`src/adt_pkg.sv`:
```
package adt_pkg;

	typedef enum logic [3:0] {
		S_IDLE,
		S_WIN,
		S_AVG,
		S_CTRL,
		S_GROW,
		S_GSTEP,
		S_GAPPLY,
		S_TRY,
		S_TRY2,
		S_TRYP,
		S_TRYM,
		S_TRYA,
		S_SHRINK,
		S_DIV,
		S_OUT
	} state_t;

	typedef logic [1:0] mode_t;
	localparam mode_t MODE_NC  = 2'd0;
	localparam mode_t MODE_INC = 2'd1;
	localparam mode_t MODE_DEC = 2'd2;

	typedef logic [2:0] cfg_idx_t;
	localparam cfg_idx_t REG_START_DELAY  = 3'd0;
	localparam cfg_idx_t REG_INJECT_TICKS = 3'd1;
	localparam cfg_idx_t REG_REDUCE_TICKS = 3'd2;
	localparam cfg_idx_t REG_SKIP_TICKS   = 3'd3;
	localparam cfg_idx_t REG_SETTLE_TICKS = 3'd4;
	localparam cfg_idx_t REG_DISABLE      = 3'd5;

	localparam logic [10:0] SAT_IN = 11'd2000;
	localparam logic [10:0] SCALE  = 11'd1000;
	localparam logic [10:0] G_HI   = 11'd1800;
	localparam logic [10:0] G_MID  = 11'd1100;
	localparam logic [31:0] C_HI   = 32'd900;
	localparam logic [31:0] C_QTR  = 32'd250;
	localparam logic [31:0] C_LO   = 32'd100;

	// reduction fraction, Q0.16
	localparam logic [15:0] P_MAX  = 16'd26214;
	localparam logic [14:0] P_SPAN = 15'd25559;
	localparam logic [31:0] P_DEN  = 32'd800;

	localparam logic [31:0] DIV_TOP  = 32'd15;
	localparam logic [31:0] DIV_HI   = 32'd10;
	localparam logic [31:0] DIV_MID  = 32'd20;
	localparam logic [31:0] DIV_LOW  = 32'd100;

	localparam logic [15:0] SKIP_TOP = 16'd40;
	localparam logic [15:0] SKIP_MID = 16'd32;
	localparam logic [15:0] SKIP_LOW = 16'd24;

	localparam logic [2:0] TRIES_FULL  = 3'd5;
	localparam logic [2:0] TRIES_SHORT = 3'd2;

endpackage

```
`src/adt_in_if.sv`:
```
interface adt_in_if;
	logic        valid;
	logic        ready;
	logic [15:0] tree_sensor;
	logic [15:0] ingest_sensor;

	modport source(output valid, output tree_sensor, output ingest_sensor, input ready);
	modport sink(input valid, input tree_sensor, input ingest_sensor, output ready);
endinterface

```
`src/adt_out_if.sv`:
```
interface adt_out_if;
	logic        valid;
	logic        ready;
	logic [31:0] delay;
	logic [1:0]  mode;
	logic [10:0] average;

	modport source(output valid, output delay, output mode, output average, input ready);
	modport sink(input valid, input delay, input mode, input average, output ready);
endinterface

```
`src/adt_cfg_if.sv`:
```
interface adt_cfg_if;
	logic        valid;
	logic        ready;
	logic [2:0]  index;
	logic [31:0] data;

	modport source(output valid, output index, output data, input ready);
	modport sink(input valid, input index, input data, output ready);
endinterface

```
`src/adaptive_delay_throttle.sv`:
```
// channel  dir  payload                            transaction when
// sample   in   tree_sensor, ingest_sensor         valid && ready
// result   out  delay, mode, average               valid && ready
// cfg      in   index, data                        valid && ready (ready always high)
//
// A tick whose sample is skipped while the controller idles runs no division; at most
// three run in one tick: averaging, the load quotient and the fraction quotient.
// Each quotient is one pass of a shared 1-bit-per-cycle restoring divider.
// A sample is taken only in idle; S_OUT waits only on a full, stalled result register.
// arst_n clears all control state; window samples stay undefined until written.
module adaptive_delay_throttle
	import adt_pkg::*;
#(
	parameter int unsigned AVG_DEPTH    = 16,
	parameter int unsigned MAX_HIGH_RUN = 8,
	parameter logic [31:0] DELAY_MAX    = 32'd1000000,
	parameter logic [15:0] DELAY_MIN    = 16'd1
) (
	input  logic          clk,
	input  logic          arst_n,
	adt_in_if.sink        sample,
	adt_out_if.source     result,
	adt_cfg_if.sink       cfg
);

	localparam int POS_W = (AVG_DEPTH > 1) ? $clog2(AVG_DEPTH) : 1;
	localparam int FILL_W = $clog2(AVG_DEPTH + 1);
	localparam int SUM_W = $clog2(AVG_DEPTH * 2000 + 1);

	function automatic logic [15:0] sat_inc(input logic [15:0] v);
		return (v == 16'hFFFF) ? v : v + 16'd1;
	endfunction

	state_t state_q, state_d;

	logic [31:0] start_delay_q;
	logic [15:0] inject_ticks_q, reduce_ticks_q, skip_ticks_q, settle_ticks_q;
	logic        disable_q;

	logic [31:0] delay_now_q, delay_before_q, delay_trial_q, last_inc_q;
	mode_t       mode_q;
	logic [15:0] monitor_q, skip_q, high_run_q;
	logic [2:0]  tries_done_q, tries_allowed_q;
	logic [19:0] inject_q;
	logic [31:0] reduce_sum_q;
	logic [10:0] tree_level_q;
	logic        started_q;

	logic [SUM_W-1:0]  win_sum_q;
	logic [POS_W-1:0]  win_pos_q;
	logic [FILL_W-1:0] win_fill_q;
	logic [10:0]       win_avg_q;
	logic [10:0]       win_mem [AVG_DEPTH];
	logic [10:0]       win_rd_q;

	logic [10:0] load_q;
	logic [31:0] step_q, dist_q;
	logic [15:0] p_q;
	logic        out_valid_q;
	logic [31:0] out_delay_q;
	mode_t       out_mode_q;
	logic [10:0] out_avg_q;

	logic [31:0] div_n_q, div_r_q, div_d_q;
	logic [4:0]  div_cnt_q;
	state_t      div_ret_q;

	// ---------------- combinational helpers ----------------
	logic        accept, out_load;
	logic [10:0] t_sat, l_sat;
	assign accept = sample.valid && sample.ready;
	assign out_load = (state_q == S_OUT) && (!out_valid_q || result.ready);
	assign t_sat = (sample.tree_sensor > 16'(SAT_IN)) ? SAT_IN : sample.tree_sensor[10:0];
	assign l_sat = (sample.ingest_sensor > 16'(SAT_IN)) ? SAT_IN : sample.ingest_sensor[10:0];

	logic              win_full;
	logic [SUM_W-1:0]  sum_base, sum_new;
	logic [FILL_W-1:0] fill_new;
	logic [POS_W-1:0]  pos_next;
	assign win_full = win_fill_q >= FILL_W'(AVG_DEPTH);
	assign sum_base = win_full ? ((win_sum_q >= SUM_W'(win_rd_q)) ?
		win_sum_q - SUM_W'(win_rd_q) : '0) : win_sum_q;
	assign sum_new = sum_base + SUM_W'(load_q);
	assign fill_new = win_full ? win_fill_q : win_fill_q + 1'b1;
	assign pos_next = (win_pos_q == POS_W'(AVG_DEPTH - 1)) ? '0 : win_pos_q + 1'b1;

	// divider step
	logic [32:0] div_shift;
	logic [33:0] div_trial;
	logic        div_ge;
	assign div_shift = {div_r_q, div_n_q[31]};
	assign div_trial = {1'b0, div_shift} - {2'b00, div_d_q};
	assign div_ge = !div_trial[33];

	// grow
	logic        g_none, g_top, g_direct, g_need_div;
	logic [31:0] g_den, g_dbl, g_step_direct;
	logic [15:0] g_skip;
	logic [32:0] g_sum;
	logic        g_ok;
	assign g_none = win_avg_q < SCALE;
	assign g_top = win_avg_q >= SAT_IN;
	assign g_dbl = {last_inc_q[30:0], 1'b0};
	assign g_direct = (delay_now_q == 32'd0) || (last_inc_q != 32'd0);
	assign g_step_direct = (delay_now_q == 32'd0) ? 32'(DELAY_MIN) :
		((g_dbl == 32'd0) ? 32'd1 : g_dbl);
	assign g_need_div = !g_none && !(g_top && g_direct);
	always_comb begin
		if (g_top) begin
			g_den = DIV_TOP;
			g_skip = SKIP_TOP;
		end else if (win_avg_q >= G_HI) begin
			g_den = DIV_HI;
			g_skip = SKIP_TOP;
		end else if (win_avg_q > G_MID) begin
			g_den = DIV_MID;
			g_skip = SKIP_MID;
		end else begin
			g_den = DIV_LOW;
			g_skip = SKIP_LOW;
		end
	end
	assign g_sum = {1'b0, delay_now_q} + {1'b0, step_q};
	assign g_ok = (step_q != 32'd0) && !g_sum[32];

	// trial reduction
	logic [15:0] mon_inc;
	logic [31:0] rs_new;
	logic        red_a, red_b, red_go, need_p, c_above_lo;
	logic [9:0]  c_off;
	logic [24:0] p_num;
	logic [47:0] p_prod;
	assign mon_inc = sat_inc(monitor_q);
	assign rs_new = (monitor_q != 16'd0) ? reduce_sum_q + 32'(load_q) : 32'(win_avg_q);
	assign red_a = (div_n_q < C_HI) && (monitor_q >= reduce_ticks_q);
	assign red_b = (div_n_q < C_QTR) && (monitor_q >= {2'b00, reduce_ticks_q[15:2]});
	assign red_go = (red_a || red_b) && (tree_level_q < SCALE);
	assign need_p = (delay_trial_q >= delay_now_q) || (delay_trial_q == 32'd0);
	assign c_above_lo = div_n_q > C_LO;
	assign c_off = div_n_q[9:0] - 10'd100;
	assign p_num = P_SPAN * c_off;
	assign p_prod = p_q * delay_now_q;

	// shrink
	logic               sh_tree_hi, sh_hr_hit, sh_mon_ge, sh_retry, to_idle, clr_win;
	logic signed [32:0] sh_dist, sh_half;
	logic [31:0]        sh_backoff;
	logic [19:0]        inj_dec, inj_new, need_mul;
	logic [20:0]        need;
	logic [15:0]        hr_next;
	logic [2:0]         td_next;
	logic [3:0]         tdp1, tdn_p1;
	assign sh_tree_hi = tree_level_q >= SCALE;
	assign sh_dist = $signed({1'b0, delay_before_q}) - $signed({1'b0, delay_trial_q});
	// signed halving truncates toward zero
	assign sh_half = (sh_dist + $signed({32'd0, sh_dist[32]})) >>> 1;
	assign sh_backoff = delay_before_q - sh_half[31:0];
	assign inj_dec = inject_q - 20'd1;
	assign hr_next = (load_q >= SCALE) ? sat_inc(high_run_q) : 16'd0;
	assign sh_hr_hit = hr_next >= 16'(MAX_HIGH_RUN);
	assign tdp1 = {1'b0, tries_done_q} + 4'd1;
	assign need_mul = inject_ticks_q * tdp1;
	assign need = {1'b0, need_mul} + {5'd0, settle_ticks_q};
	assign sh_mon_ge = {5'd0, mon_inc} >= need;
	assign td_next = tries_done_q + 3'd1;
	assign tdn_p1 = {1'b0, td_next} + 4'd1;
	assign inj_new = inject_ticks_q * tdn_p1;
	assign sh_retry = td_next < tries_allowed_q;

	assign to_idle = (state_q == S_SHRINK) &&
		(sh_tree_hi || sh_hr_hit || (sh_mon_ge && !sh_retry));
	assign clr_win = ((state_q == S_GAPPLY) && g_ok) ||
		((state_q == S_TRYA) && (dist_q != 32'd0));

	// divider launch
	logic        div_go;
	logic [31:0] div_num, div_den;
	state_t      div_ret;
	always_comb begin
		div_go = 1'b0;
		div_num = delay_now_q;
		div_den = g_den;
		div_ret = S_AVG;
		case (state_q)
			S_WIN: begin
				div_go = 1'b1;
				div_num = 32'(sum_new);
				div_den = 32'(fill_new);
				div_ret = S_AVG;
			end
			S_GROW: begin
				div_go = g_need_div;
				div_ret = S_GSTEP;
			end
			S_TRY: begin
				div_go = 1'b1;
				div_num = rs_new;
				div_den = {16'd0, mon_inc};
				div_ret = S_TRY2;
			end
			S_TRY2: begin
				div_go = red_go && need_p && c_above_lo;
				div_num = 32'(p_num);
				div_den = P_DEN;
				div_ret = S_TRYP;
			end
			default: ;
		endcase
	end

	// ---------------- next state ----------------
	always_comb begin
		state_d = state_q;
		case (state_q)
			S_IDLE:   if (accept) state_d = (skip_q != 16'd0) ? S_CTRL : S_WIN;
			S_WIN:    state_d = S_DIV;
			S_AVG:    state_d = S_CTRL;
			S_CTRL: begin
				if (disable_q) state_d = S_OUT;
				else if (mode_q == MODE_DEC) state_d = S_SHRINK;
				else if (!win_full) state_d = S_OUT;
				else if (mode_q == MODE_INC || win_avg_q >= SCALE) state_d = S_GROW;
				else state_d = S_TRY;
			end
			S_GROW:   state_d = g_need_div ? S_DIV : S_GAPPLY;
			S_GSTEP:  state_d = S_GAPPLY;
			S_GAPPLY: state_d = S_OUT;
			S_TRY:    state_d = S_DIV;
			S_TRY2: begin
				if (!red_go) state_d = S_OUT;
				else if (!need_p) state_d = S_TRYA;
				else if (c_above_lo) state_d = S_DIV;
				else state_d = S_TRYM;
			end
			S_TRYP:   state_d = S_TRYM;
			S_TRYM:   state_d = S_TRYA;
			S_TRYA:   state_d = (dist_q != 32'd0) ? S_SHRINK : S_OUT;
			S_SHRINK: state_d = S_OUT;
			S_DIV:    if (div_cnt_q == 5'd31) state_d = div_ret_q;
			S_OUT:    if (out_load) state_d = S_IDLE;
			default:  state_d = S_IDLE;
		endcase
	end

	// ---------------- outputs ----------------
	always_comb begin
		sample.ready = (state_q == S_IDLE);
		cfg.ready = 1'b1;
		result.valid = out_valid_q;
		result.delay = out_delay_q;
		result.mode = out_mode_q;
		result.average = out_avg_q;
	end

	// ---------------- registers ----------------
	always_ff @(posedge clk or negedge arst_n) begin
		if (!arst_n) begin
			state_q <= S_IDLE;
		end else begin
			state_q <= state_d;
		end
	end

	always_ff @(posedge clk or negedge arst_n) begin
		if (!arst_n) begin
			start_delay_q <= 32'd0;
			inject_ticks_q <= 16'd10;
			reduce_ticks_q <= 16'd200;
			skip_ticks_q <= 16'd10;
			settle_ticks_q <= 16'd40;
			disable_q <= 1'b0;
		end else if (cfg.valid && cfg.ready) begin
			case (cfg.index)
				REG_START_DELAY:  start_delay_q <= cfg.data;
				REG_INJECT_TICKS: inject_ticks_q <= cfg.data[15:0];
				REG_REDUCE_TICKS: reduce_ticks_q <= cfg.data[15:0];
				REG_SKIP_TICKS:   skip_ticks_q <= cfg.data[15:0];
				REG_SETTLE_TICKS: settle_ticks_q <= cfg.data[15:0];
				REG_DISABLE:      disable_q <= cfg.data[0];
				default: ;
			endcase
		end
	end

	always_ff @(posedge clk or negedge arst_n) begin
		if (!arst_n) begin
			delay_now_q <= 32'd0;
			delay_before_q <= 32'd0;
			delay_trial_q <= 32'd0;
			last_inc_q <= 32'd0;
			mode_q <= MODE_NC;
			monitor_q <= 16'd0;
			skip_q <= 16'd0;
			high_run_q <= 16'd0;
			tries_done_q <= 3'd0;
			tries_allowed_q <= 3'd0;
			inject_q <= 20'd0;
			reduce_sum_q <= 32'd0;
			tree_level_q <= 11'd0;
			started_q <= 1'b0;
			win_sum_q <= '0;
			win_pos_q <= '0;
			win_fill_q <= '0;
			win_avg_q <= 11'd0;
			out_valid_q <= 1'b0;
			div_cnt_q <= 5'd0;
			div_ret_q <= S_AVG;
		end else begin
			if (out_load) out_valid_q <= 1'b1;
			else if (result.ready) out_valid_q <= 1'b0;

			if (div_go) begin
				div_cnt_q <= 5'd0;
				div_ret_q <= div_ret;
			end else if (state_q == S_DIV) begin
				div_cnt_q <= div_cnt_q + 5'd1;
			end

			case (state_q)
				S_IDLE: begin
					if (accept) begin
						if (!started_q) begin
							delay_now_q <= start_delay_q;
							started_q <= 1'b1;
						end
						tree_level_q <= t_sat;
						if (skip_q != 16'd0) skip_q <= skip_q - 16'd1;
					end
				end
				S_WIN: begin
					win_sum_q <= sum_new;
					win_fill_q <= fill_new;
					win_pos_q <= pos_next;
				end
				S_AVG: win_avg_q <= div_n_q[10:0];
				S_CTRL: begin
					if (!disable_q && mode_q == MODE_NC && win_full && win_avg_q >= SCALE)
						mode_q <= MODE_INC;
				end
				S_GROW: if (!g_none) skip_q <= g_skip;
				S_GAPPLY: begin
					if (g_ok) begin
						last_inc_q <= step_q;
						delay_now_q <= (g_sum[31:0] > DELAY_MAX) ? DELAY_MAX : g_sum[31:0];
					end else begin
						mode_q <= MODE_NC;
						monitor_q <= 16'd0;
						last_inc_q <= 32'd0;
						delay_trial_q <= 32'd0;
						skip_q <= 16'd0;
					end
				end
				S_TRY: begin
					reduce_sum_q <= rs_new;
					monitor_q <= mon_inc;
				end
				S_TRY2: begin
					if (red_a) tries_allowed_q <= TRIES_FULL;
					else if (red_b) tries_allowed_q <= TRIES_SHORT;
				end
				S_TRYA: begin
					if (dist_q != 32'd0) begin
						delay_before_q <= delay_now_q;
						delay_now_q <= delay_now_q - dist_q;
						delay_trial_q <= delay_now_q - dist_q;
						inject_q <= {4'd0, inject_ticks_q};
						tries_done_q <= 3'd0;
						monitor_q <= 16'd0;
						mode_q <= MODE_DEC;
					end
				end
				S_SHRINK: begin
					if (sh_tree_hi) begin
						delay_now_q <= delay_before_q;
					end else begin
						if (inject_q != 20'd0) begin
							inject_q <= inj_dec;
							if (inj_dec == 20'd0) delay_now_q <= delay_before_q;
						end
						high_run_q <= hr_next;
						if (sh_hr_hit) begin
							delay_now_q <= delay_before_q;
							delay_trial_q <= sh_backoff;
						end else if (sh_mon_ge) begin
							high_run_q <= 16'd0;
							monitor_q <= 16'd0;
							tries_done_q <= td_next;
							delay_now_q <= delay_trial_q;
							if (sh_retry) inject_q <= inj_new;
						end else begin
							monitor_q <= mon_inc;
						end
					end
				end
				default: ;
			endcase

			if (to_idle) begin
				mode_q <= MODE_NC;
				high_run_q <= 16'd0;
				monitor_q <= 16'd0;
				tries_done_q <= 3'd0;
				skip_q <= skip_ticks_q;
			end
			if (to_idle || clr_win) begin
				win_avg_q <= 11'd0;
				win_pos_q <= '0;
				win_sum_q <= '0;
				win_fill_q <= '0;
			end
		end
	end

	// payload, no reset
	always_ff @(posedge clk) begin
		if (accept) load_q <= l_sat;
		if (div_go) begin
			div_n_q <= div_num;
			div_r_q <= 32'd0;
			div_d_q <= div_den;
		end else if (state_q == S_DIV) begin
			div_n_q <= {div_n_q[30:0], div_ge};
			div_r_q <= div_ge ? div_trial[31:0] : div_shift[31:0];
		end
		case (state_q)
			S_GROW:  step_q <= g_none ? 32'd0 : g_step_direct;
			S_GSTEP: step_q <= (div_n_q == 32'd0) ? 32'd1 : div_n_q;
			S_TRY2: begin
				p_q <= P_MAX;
				dist_q <= delay_now_q - delay_trial_q;
			end
			S_TRYP:  p_q <= P_MAX - div_n_q[15:0];
			S_TRYM:  dist_q <= p_prod[47:16];
			default: ;
		endcase
		if (out_load) begin
			out_delay_q <= disable_q ? 32'd0 : delay_now_q;
			out_mode_q <= mode_q;
			out_avg_q <= win_avg_q;
		end
	end

	// window store
	always_ff @(posedge clk) begin
		if (state_q == S_WIN) win_mem[win_pos_q] <= load_q;
		win_rd_q <= win_mem[win_pos_q];
	end

	// ---------------- assertions ----------------
	a_fill_bound: assert property (@(posedge clk) disable iff (!arst_n)
		win_fill_q <= FILL_W'(AVG_DEPTH))
		else $error("window fill beyond depth");

	a_mode_code: assert property (@(posedge clk) disable iff (!arst_n)
		(mode_q == MODE_NC) || (mode_q == MODE_INC) || (mode_q == MODE_DEC))
		else $error("illegal control mode");

	a_result_from_out: assert property (@(posedge clk) disable iff (!arst_n)
		$rose(out_valid_q) |-> $past(state_q == S_OUT))
		else $error("result raised outside output state");

	a_div_nonzero: assert property (@(posedge clk) disable iff (!arst_n)
		(state_q == S_DIV) |-> (div_d_q != 32'd0))
		else $error("divide by zero");

endmodule

```
`src/flat_wrapper.sv`:
```
// flat-port wrapper written by rule: the top's interface ports become plain ports
module adaptive_delay_throttle_flat import adt_pkg::*;
#(
	parameter int unsigned AVG_DEPTH    = 16,
	parameter int unsigned MAX_HIGH_RUN = 8,
	parameter logic [31:0] DELAY_MAX    = 32'd1000000,
	parameter logic [15:0] DELAY_MIN    = 16'd1
)
  (clk, arst_n, sample_valid, sample_tree_sensor, sample_ingest_sensor, sample_ready, result_valid, result_delay, result_mode, result_average, result_ready, cfg_valid, cfg_index, cfg_data, cfg_ready);
  adt_in_if sample_i ();
  adt_out_if result_i ();
  adt_cfg_if cfg_i ();
  input  logic clk;
  input  logic arst_n;
  input wire logic [$bits(sample_i.valid)-1:0] sample_valid;
  input wire logic [$bits(sample_i.tree_sensor)-1:0] sample_tree_sensor;
  input wire logic [$bits(sample_i.ingest_sensor)-1:0] sample_ingest_sensor;
  output wire logic [$bits(sample_i.ready)-1:0] sample_ready;
  output wire logic [$bits(result_i.valid)-1:0] result_valid;
  output wire logic [$bits(result_i.delay)-1:0] result_delay;
  output wire logic [$bits(result_i.mode)-1:0] result_mode;
  output wire logic [$bits(result_i.average)-1:0] result_average;
  input wire logic [$bits(result_i.ready)-1:0] result_ready;
  input wire logic [$bits(cfg_i.valid)-1:0] cfg_valid;
  input wire logic [$bits(cfg_i.index)-1:0] cfg_index;
  input wire logic [$bits(cfg_i.data)-1:0] cfg_data;
  output wire logic [$bits(cfg_i.ready)-1:0] cfg_ready;
  assign sample_i.valid = sample_valid;
  assign sample_i.tree_sensor = sample_tree_sensor;
  assign sample_i.ingest_sensor = sample_ingest_sensor;
  assign sample_ready = sample_i.ready;
  assign result_valid = result_i.valid;
  assign result_delay = result_i.delay;
  assign result_mode = result_i.mode;
  assign result_average = result_i.average;
  assign result_i.ready = result_ready;
  assign cfg_i.valid = cfg_valid;
  assign cfg_i.index = cfg_index;
  assign cfg_i.data = cfg_data;
  assign cfg_ready = cfg_i.ready;
  adaptive_delay_throttle #(.AVG_DEPTH(AVG_DEPTH), .MAX_HIGH_RUN(MAX_HIGH_RUN), .DELAY_MAX(DELAY_MAX), .DELAY_MIN(DELAY_MIN)) u_core (.clk(clk), .arst_n(arst_n), .sample(sample_i), .result(result_i), .cfg(cfg_i));
endmodule
```
`config.mk`:
```
export PLATFORM = sky130hd
export DESIGN_NAME = adaptive_delay_throttle_flat
export DESIGN_NICKNAME = d
export VERILOG_FILES = /design/src/adt_pkg.sv /design/src/adt_in_if.sv /design/src/adt_out_if.sv /design/src/adt_cfg_if.sv /design/src/adaptive_delay_throttle.sv /design/src/flat_wrapper.sv
export SDC_FILE = /design/constraint.sdc
export NUM_CORES = 2
export LEC_CHECK = 0
export BUFFER_PORTS_ARGS = -buffer_cell sky130_fd_sc_hd__buf_2
export CAP_MARGIN = 25
export CORE_MARGIN = 3
export CORE_UTILIZATION = 40
export DETAILED_ROUTE_END_ITERATION = 7
export HOLD_SLACK_MARGIN = 0.08
export SYNTH_ARGS = -nofsm -noshare
export SYNTH_HDL_FRONTEND = slang
export SYNTH_SLANG_ARGS = --single-unit
```
`constraint.sdc`:
```
create_clock -name clk -period 12.8 [get_ports clk]
set_input_delay 2.56 -clock clk [delete_from_list [all_inputs] [get_ports clk]]
set_output_delay 2.56 -clock clk [all_outputs]
set_load 0.02 [all_outputs]
```
### After elaboration in Yosys (flattened, before gate mapping)

Memory sizes are Yosys's and may differ from the RTL's. A register that Yosys moved wholly into a read port is not among the register bits.
Cells that the tools add are included.

* memory bits (read-only): 0
* RAM bits: 176
* bits of input ports: 72
* register bits after elaboration: 626
* bits in latches: 0
* memories: 1
* output and inout port bits: 48

* bitwise logic cells: 0
* reductions and logical operators: 83
* shift operators: 0
* eq/ne operators: 46
* div/mod/pow operators: 0
* order comparisons: 22
* multipliers: 4
* $add $sub $neg: 23
* muxes and demuxes: 110

Memories
* u_core.win_mem: words 16, width 11, read ports 1, clocked after Yosys merged registers in 1, wr ports 1, line adaptive_delay_throttle.sv:53 `logic [10:0] win_mem [AVG_DEPTH];`

Operators with widths (number)
* two-way mux 32 bit: 22
* two-way mux 16 bit: 20
* one-hot mux 32 bit (3 select lines): 3
* zero test 32 bit: 4
* one-hot mux 32 bit (2 select lines): 2
* one-hot mux 32 bit (4 select lines): 1
* two-way mux 20 bit: 6
* nonzero test 32 bit: 3
* subtractor 32 bit: 3
* one-hot mux 16 bit (4 select lines): 1
* two-way mux 15 bit: 4
* one-hot mux 4 bit (13 select lines): 1
* multiplier 16 x 32 -> 48 bit: 1
* two-way mux 4 bit: 12
* one-hot mux 16 bit (3 select lines): 1
* multiplier 16 x 4 -> 20 bit: 2
* one-hot mux 20 bit (2 select lines): 1
* subtractor 33 x 32 -> 34 bit: 1
* adder 32 x 32 -> 33 bit: 1
* adder 33 x 2 -> 33 bit: 1
* >= comparator 11 x 10 -> 1 bit (second input constant): 3
* two-way mux 11 bit: 3
* subtractor 32 x 32 -> 33 bit: 1
* adder 16 x 1 -> 16 bit (second input constant): 2
* other kinds (76): 189

### Logic depth before layout (Yosys ltp)

* depth in word-level cells: 9
* gate-level depth with buffers: 36

### Worst setup path after synthesis

OpenSTA, ideal clock, no wires.

* kind: register -> register
* from: reg u_core.tries_done_q[1]
* to: reg u_core.delay_now_q[30]
* setup time: 0.132 ns
* stages on the path, launching flop included: 36
* slack: 5.579 ns
* data arrival time: 7.089 ns
* cell sequence: dfrtp_1 -> ha_1 -> clkbuf_1 -> clkbuf_1 -> and2_1 -> fa_1 -> fa_1 -> inv_1 -> fa_1 -> inv_1 -> ha_1 -> nor2b_1 -> o21a_1 -> o21ai_1 -> a21oi_1 -> nor2_1 -> o21bai_1 -> a21oi_1 -> nor2_1 -> o21ai_0 -> nand2b_1 -> xnor2_1 -> ha_1 -> nand4_1 -> o41ai_1 -> a21oi_1 -> a221oi_1 -> and4bb_2 -> a21oi_1 -> nor4b_1 -> buf_2 -> nand2_2 -> buf_4 -> mux2_1 -> a211oi_1 -> o22ai_1

* word-level cells in the longest chain between the ends: 8
* elaborated cells between the ends (all ways): 11
* those cells by class: add/sub: 2; mul: 1; order compare: 1; eq/ne: 2; mux: 4; reduce/logical: 1

RTL lines
* from (decl): line adaptive_delay_throttle.sv:43 `logic [2:0] tries_done_q, tries_allowed_q;`
* from (signal assigned): line adaptive_delay_throttle.sv:387 `tries_done_q <= td_next;`
* adder 3 x 1 -> 4 bit *: line adaptive_delay_throttle.sv:161 `assign tdp1 = {1'b0, tries_done_q} + 4'd1;`
* multiplier 16 x 4 -> 20 bit *: line adaptive_delay_throttle.sv:162 `assign need_mul = inject_ticks_q * tdp1;`
* adder 20 x 16 -> 21 bit *: line adaptive_delay_throttle.sv:163 `assign need = {1'b0, need_mul} + {5'd0, settle_ticks_q};`
* >= comparator 16 x 21 -> 1 bit *: line adaptive_delay_throttle.sv:164 `assign sh_mon_ge = {5'd0, mon_inc} >= need;`
* two-way mux 32 bit: line adaptive_delay_throttle.sv:384 `end else if (sh_mon_ge) begin`
* two-way mux 32 bit: line adaptive_delay_throttle.sv:381 `if (sh_hr_hit) begin`
* two-way mux 32 bit: line adaptive_delay_throttle.sv:373 `if (sh_tree_hi) begin`
* one-hot mux 32 bit (4 select lines): line adaptive_delay_throttle.sv:319 `case (state_q)`
* to (signal assigned): line adaptive_delay_throttle.sv:323 `delay_now_q <= start_delay_q;`
* to (signal assigned): line adaptive_delay_throttle.sv:374 `delay_now_q <= delay_before_q;`
* to (signal assigned): line adaptive_delay_throttle.sv:382 `delay_now_q <= delay_before_q;`
* to (decl): line adaptive_delay_throttle.sv:40 `logic [31:0] delay_now_q, delay_before_q, delay_trial_q, last_inc_q;`

Mark *: on every way between the ends. The rest lies on a longest branch, timed or not.
A chain may end at the register's enable or synchronous reset.

### Worst setup path in the final report

* from: reg u_core.tries_done_q[1]
* to: reg u_core.delay_now_q[24]

The elaborated chain is that of the path after synthesis.

==> flow_summary_export.csv <==
group,metric,value,unit
status,status,"finished clean",
setup_path,critPathMaxFanout,32,
synth,ys_top_cells_by_area,"fa_1 15%, edfxtp_1 15%, dfrtp_1 14%",
sta,tightest_slew,1.09,ns
detailed_routing,finalWirelength,209000,um
place,hpwl,155000,um
synth,synth_largest_area_cell,"fa_1",
clock_network,clkLatencyLatePin,0.76,ns
clock_network,cts.path.max_buffers,3,
global_route,grt_usage,23.3,%
synth,synth_area_per_cell,9.54,um2
synth,yosys_register_bits,793,
setup_path,max_stage_delay,0.67,ns
detailed_routing,vias,55100,
detailed_routing,wl_per_cell,21.4,um
sta,hold_viol_final,0,
sta,slew_viol_final,0,
floorplan,die_h,425,um
synth,async_reset_ff_share,49.2,%
synth,synth-simple-area-share,15.4,%
sta,fin_tns_setup,0,ns
synth,syn_area,70100,um2
sta,fin_crit,8.55,ns
detailed_routing,postRouteAntennaNets,0,
synth,synth_top_family_by_area,"adder cells",
setup_path,required,13.37,ns
synth,syn_nets,8498,
worst_hold_path,hold_path.class,"reg2reg",
synth,synth_top_area_share,15.5,%
sta,fin_skew,0.0780,ns
clock_network,cts-resized-gates,0,
job,maxCapViolations,0,
synth,synth_fa_ha_area_share,24.9,%
clock_network,cts-hold-fix-buffers,0,
synth,synth-main-ff-cell,"dfrtp_1",
clock_network,clkTransAtPathRegs,0.06,ns
clock_network,cts_htree_levels,3,
cells_and_area,nFillCells,16700,
detailed_routing,vias_per_cell,5.64,
global_route,grt_pass1_vias,55600,
synth,yosysSeqAreaShare,30.6,%
setup_path,cpMostUsedCell,"a21oi_1",
setup_path,crit_type,"reg2reg",
synth,synth_xor_area_share,4.51,%
synth,yosys_warnings,0,
detailed_routing,drc,0,
global_route,grt_max_degree,85,
clock_network,cts_setup_buffers,0,
sta,slew_headroom,27.5,%
synth,synth_edf_count,360,
floorplan,std_cell_rows,153,
sta,min_period_over_period,66.8,%
detailed_routing,drt-pass1-iter-count,8,
cells_and_area,area_delta_synth_final,9.54,%
setup_path,cp-start-kind,"flop",
detailed_routing,first_iter_violations,4657,
cells_and_area,drive_gt1_share,8.65,%
synth,synth_compound_area_share,14.0,%
place,place_congestion,0.881,
clock_network,cts_tree,"done",
floorplan,pin_count,120,
synth,synth_mux_area_share,4.42,%
floorplan,core,174000,um2
sta,clock.fmax,0.117,GHz
sta,rsz0062_at_grt,"false",
clock_network,cts_root_buf,"clkbuf_16",
cells_and_area,nets,8497,
clock_network,numCtsBuffers,95,
setup_path,cpMaxStageDelayCell,"ha_1",
floorplan,initial_core_util,40.3,%
synth,syn_inst,7356,
floorplan,die_w,425,um
setup_path,arrival,9.12,ns
global_route,grt.overflow.total,0,
global_route,antenna_found_initial,9,
clock_network,cts_sinks,793,
synth,yosysUniqueCellTypes,103,
sta,finalSetupViolCount,0,
floorplan,die_area,180000,um2
place,io_buffers,118,
place,pre_cts_ws,3.87,ns
sta,layout_setup_ws,4.25,ns
global_route,grt_pass1_wl,329000,um
setup_path,cp-end-kind,"flop",
## critical path: cells and delay by family, from the launching register on
family | cells | cell delay, ns
AO/OA/AOI/OAI | 12 | 2.15
adder cells (fa/ha/maj) | 6 | 2.75
flip-flops | 1 | 0.40
buffers and inverters | 3 | 0.42
multiplexers | 1 | 0.57
XOR/XNOR | 1 | 0.13
AND/OR/NAND/NOR | 9 | 1.95
## layout by cell type (no fill, tap or decap), types with 85 or more instances in the layout
cell type  count
buf_4        119
nor2_1       390
and2_1       236
nand2_1      879
a21oi_1      366
dfrtp_1      377
nor4_1        85
xnor2_1      193
xor2_1       168
nor2b_1      100
edfxtp_1     360
ha_1         527
buf_2        118
mux2_2       110
nand3_1      103
o21ai_0      343
nor3_1       105
fa_1         543
inv_1        803
clkbuf_16     96
a21o_1       164
## Yosys cell counts (all sizes together), types with 18 or more instances
cell type / number
nand3: 103
nand2b: 64
nor3: 112
or2: 23
mux4: 55
a221oi: 18
dfrtp: 380
or3: 34
a22o: 70
a21boi: 19
o21ai: 360
mux2i: 51
dfxtp: 43
o21bai: 36
clkbuf: 297
a221o: 20
a211oi: 58
nand2: 881
a21o: 164
xor2: 168
and2: 236
a31oi: 51
o211ai: 28
and3: 64
nand4: 74
edfxtp: 360
a21oi: 366
mux2: 120
nor2: 396
inv: 804
or4: 21
o22ai: 52
buf: 48
fa: 543
nor2b: 100
ha: 527
o21a: 52
xnor2: 193
o31ai: 33
nor4: 92
## cells by family (layout without fill, tap and decap cells)
family | count (synthesis) | after routing
AO/OA/AOI/OAI | 1504 | 1504
multiplexers | 226 | 226
AND/OR/NAND/NOR | 2251 | 2251
adder cells (fa/ha/maj) | 1070 | 1070
flip-flops | 793 | 793
XOR/XNOR | 361 | 361
buffers and inverters | 1150 | 1228
other | 1 | 7
## sequential cells by signal, indices dropped and copies added (netlist names), 15 cells and up
register / flops
u_core.delay_now_q: 32
u_core.div_d_q: 16
u_core.reduce_ticks_q: 16
u_core.inject_q: 20
u_core.div_r_q: 32
u_core.win_mem: 176
u_core.dist_q: 32
u_core.last_inc_q: 32
u_core.delay_before_q: 32
u_core.p_q: 16
u_core.result.delay: 32
u_core.monitor_q: 16
u_core.settle_ticks_q: 16
u_core.skip_q: 16
u_core.start_delay_q: 32
u_core.skip_ticks_q: 16
u_core.delay_trial_q: 32
u_core.inject_ticks_q: 16
u_core.step_q: 32
u_core.high_run_q: 16
u_core.reduce_sum_q: 32
u_core.win_sum_q: 15
u_core.div_n_q: 32
## routing by layer
layer | track usage, % | wire, um | vias to the layer above
met1 | 32.8 | 93400 | 27500
met5 | 0 | 27 | -
li1 | - | - | 25400
met4 | 7.42 | 7010 | 4
met2 | 36.9 | 95200 | 1873
met3 | 3.42 | 13800 | 366
## stage by stage
step | area, um2 | hold WS [ns] | cells | util [%]
2_1_floorplan | 70100 | 0.425 | 7356 | -
3_3_place_gp | 73400 | 0.445 | 9572 | 42.2
3_5_place_dp | 73400 | 0.455 | 9577 | 42.2
4_1_cts | 76700 | 0.471 | 9753 | 44.1
5_1_grt | 76800 | 0.510 | 9760 | 44.2
6_report | 76800 | 0.464 | 9765 | 44.2
## final cells by class
cell class / count / area (um2) / share of cell area, %
diodes: 6 / 15.0 / 0.0195
clock buffers: 128 / 2650 / 3.45
clock inverters: 48 / 614 / 0.799
inverters: 805 / 3020 / 3.93
multi-input cells: 5413 / 44500 / 57.9
flip-flops and latches: 793 / 21400 / 27.9
well taps: 2325 / 2910 / 3.79
repair buffers: 247 / 1670 / 2.17
## final timing paths
kind	startpoint	endpoint	slack (ns)	cells past startpoint
max	u_core.tries_done_q[1]	u_core.delay_now_q[24]	4.25	32
min	u_core.started_q	u_core.started_q	0.46	1
max reg2reg	u_core.tries_done_q[1]	u_core.delay_now_q[24]	4.25	32
min reg2reg	u_core.started_q	u_core.started_q	0.46	1
max in group asynchronous	arst_n	u_core.reduce_ticks_q[3]	9.09	4
min in group asynchronous	arst_n	u_core.result.valid	1.77	1
Power is left out: the tool's default activity adds up to more than one toggle a clock period on the data nets, which glitch-free logic cannot reach.
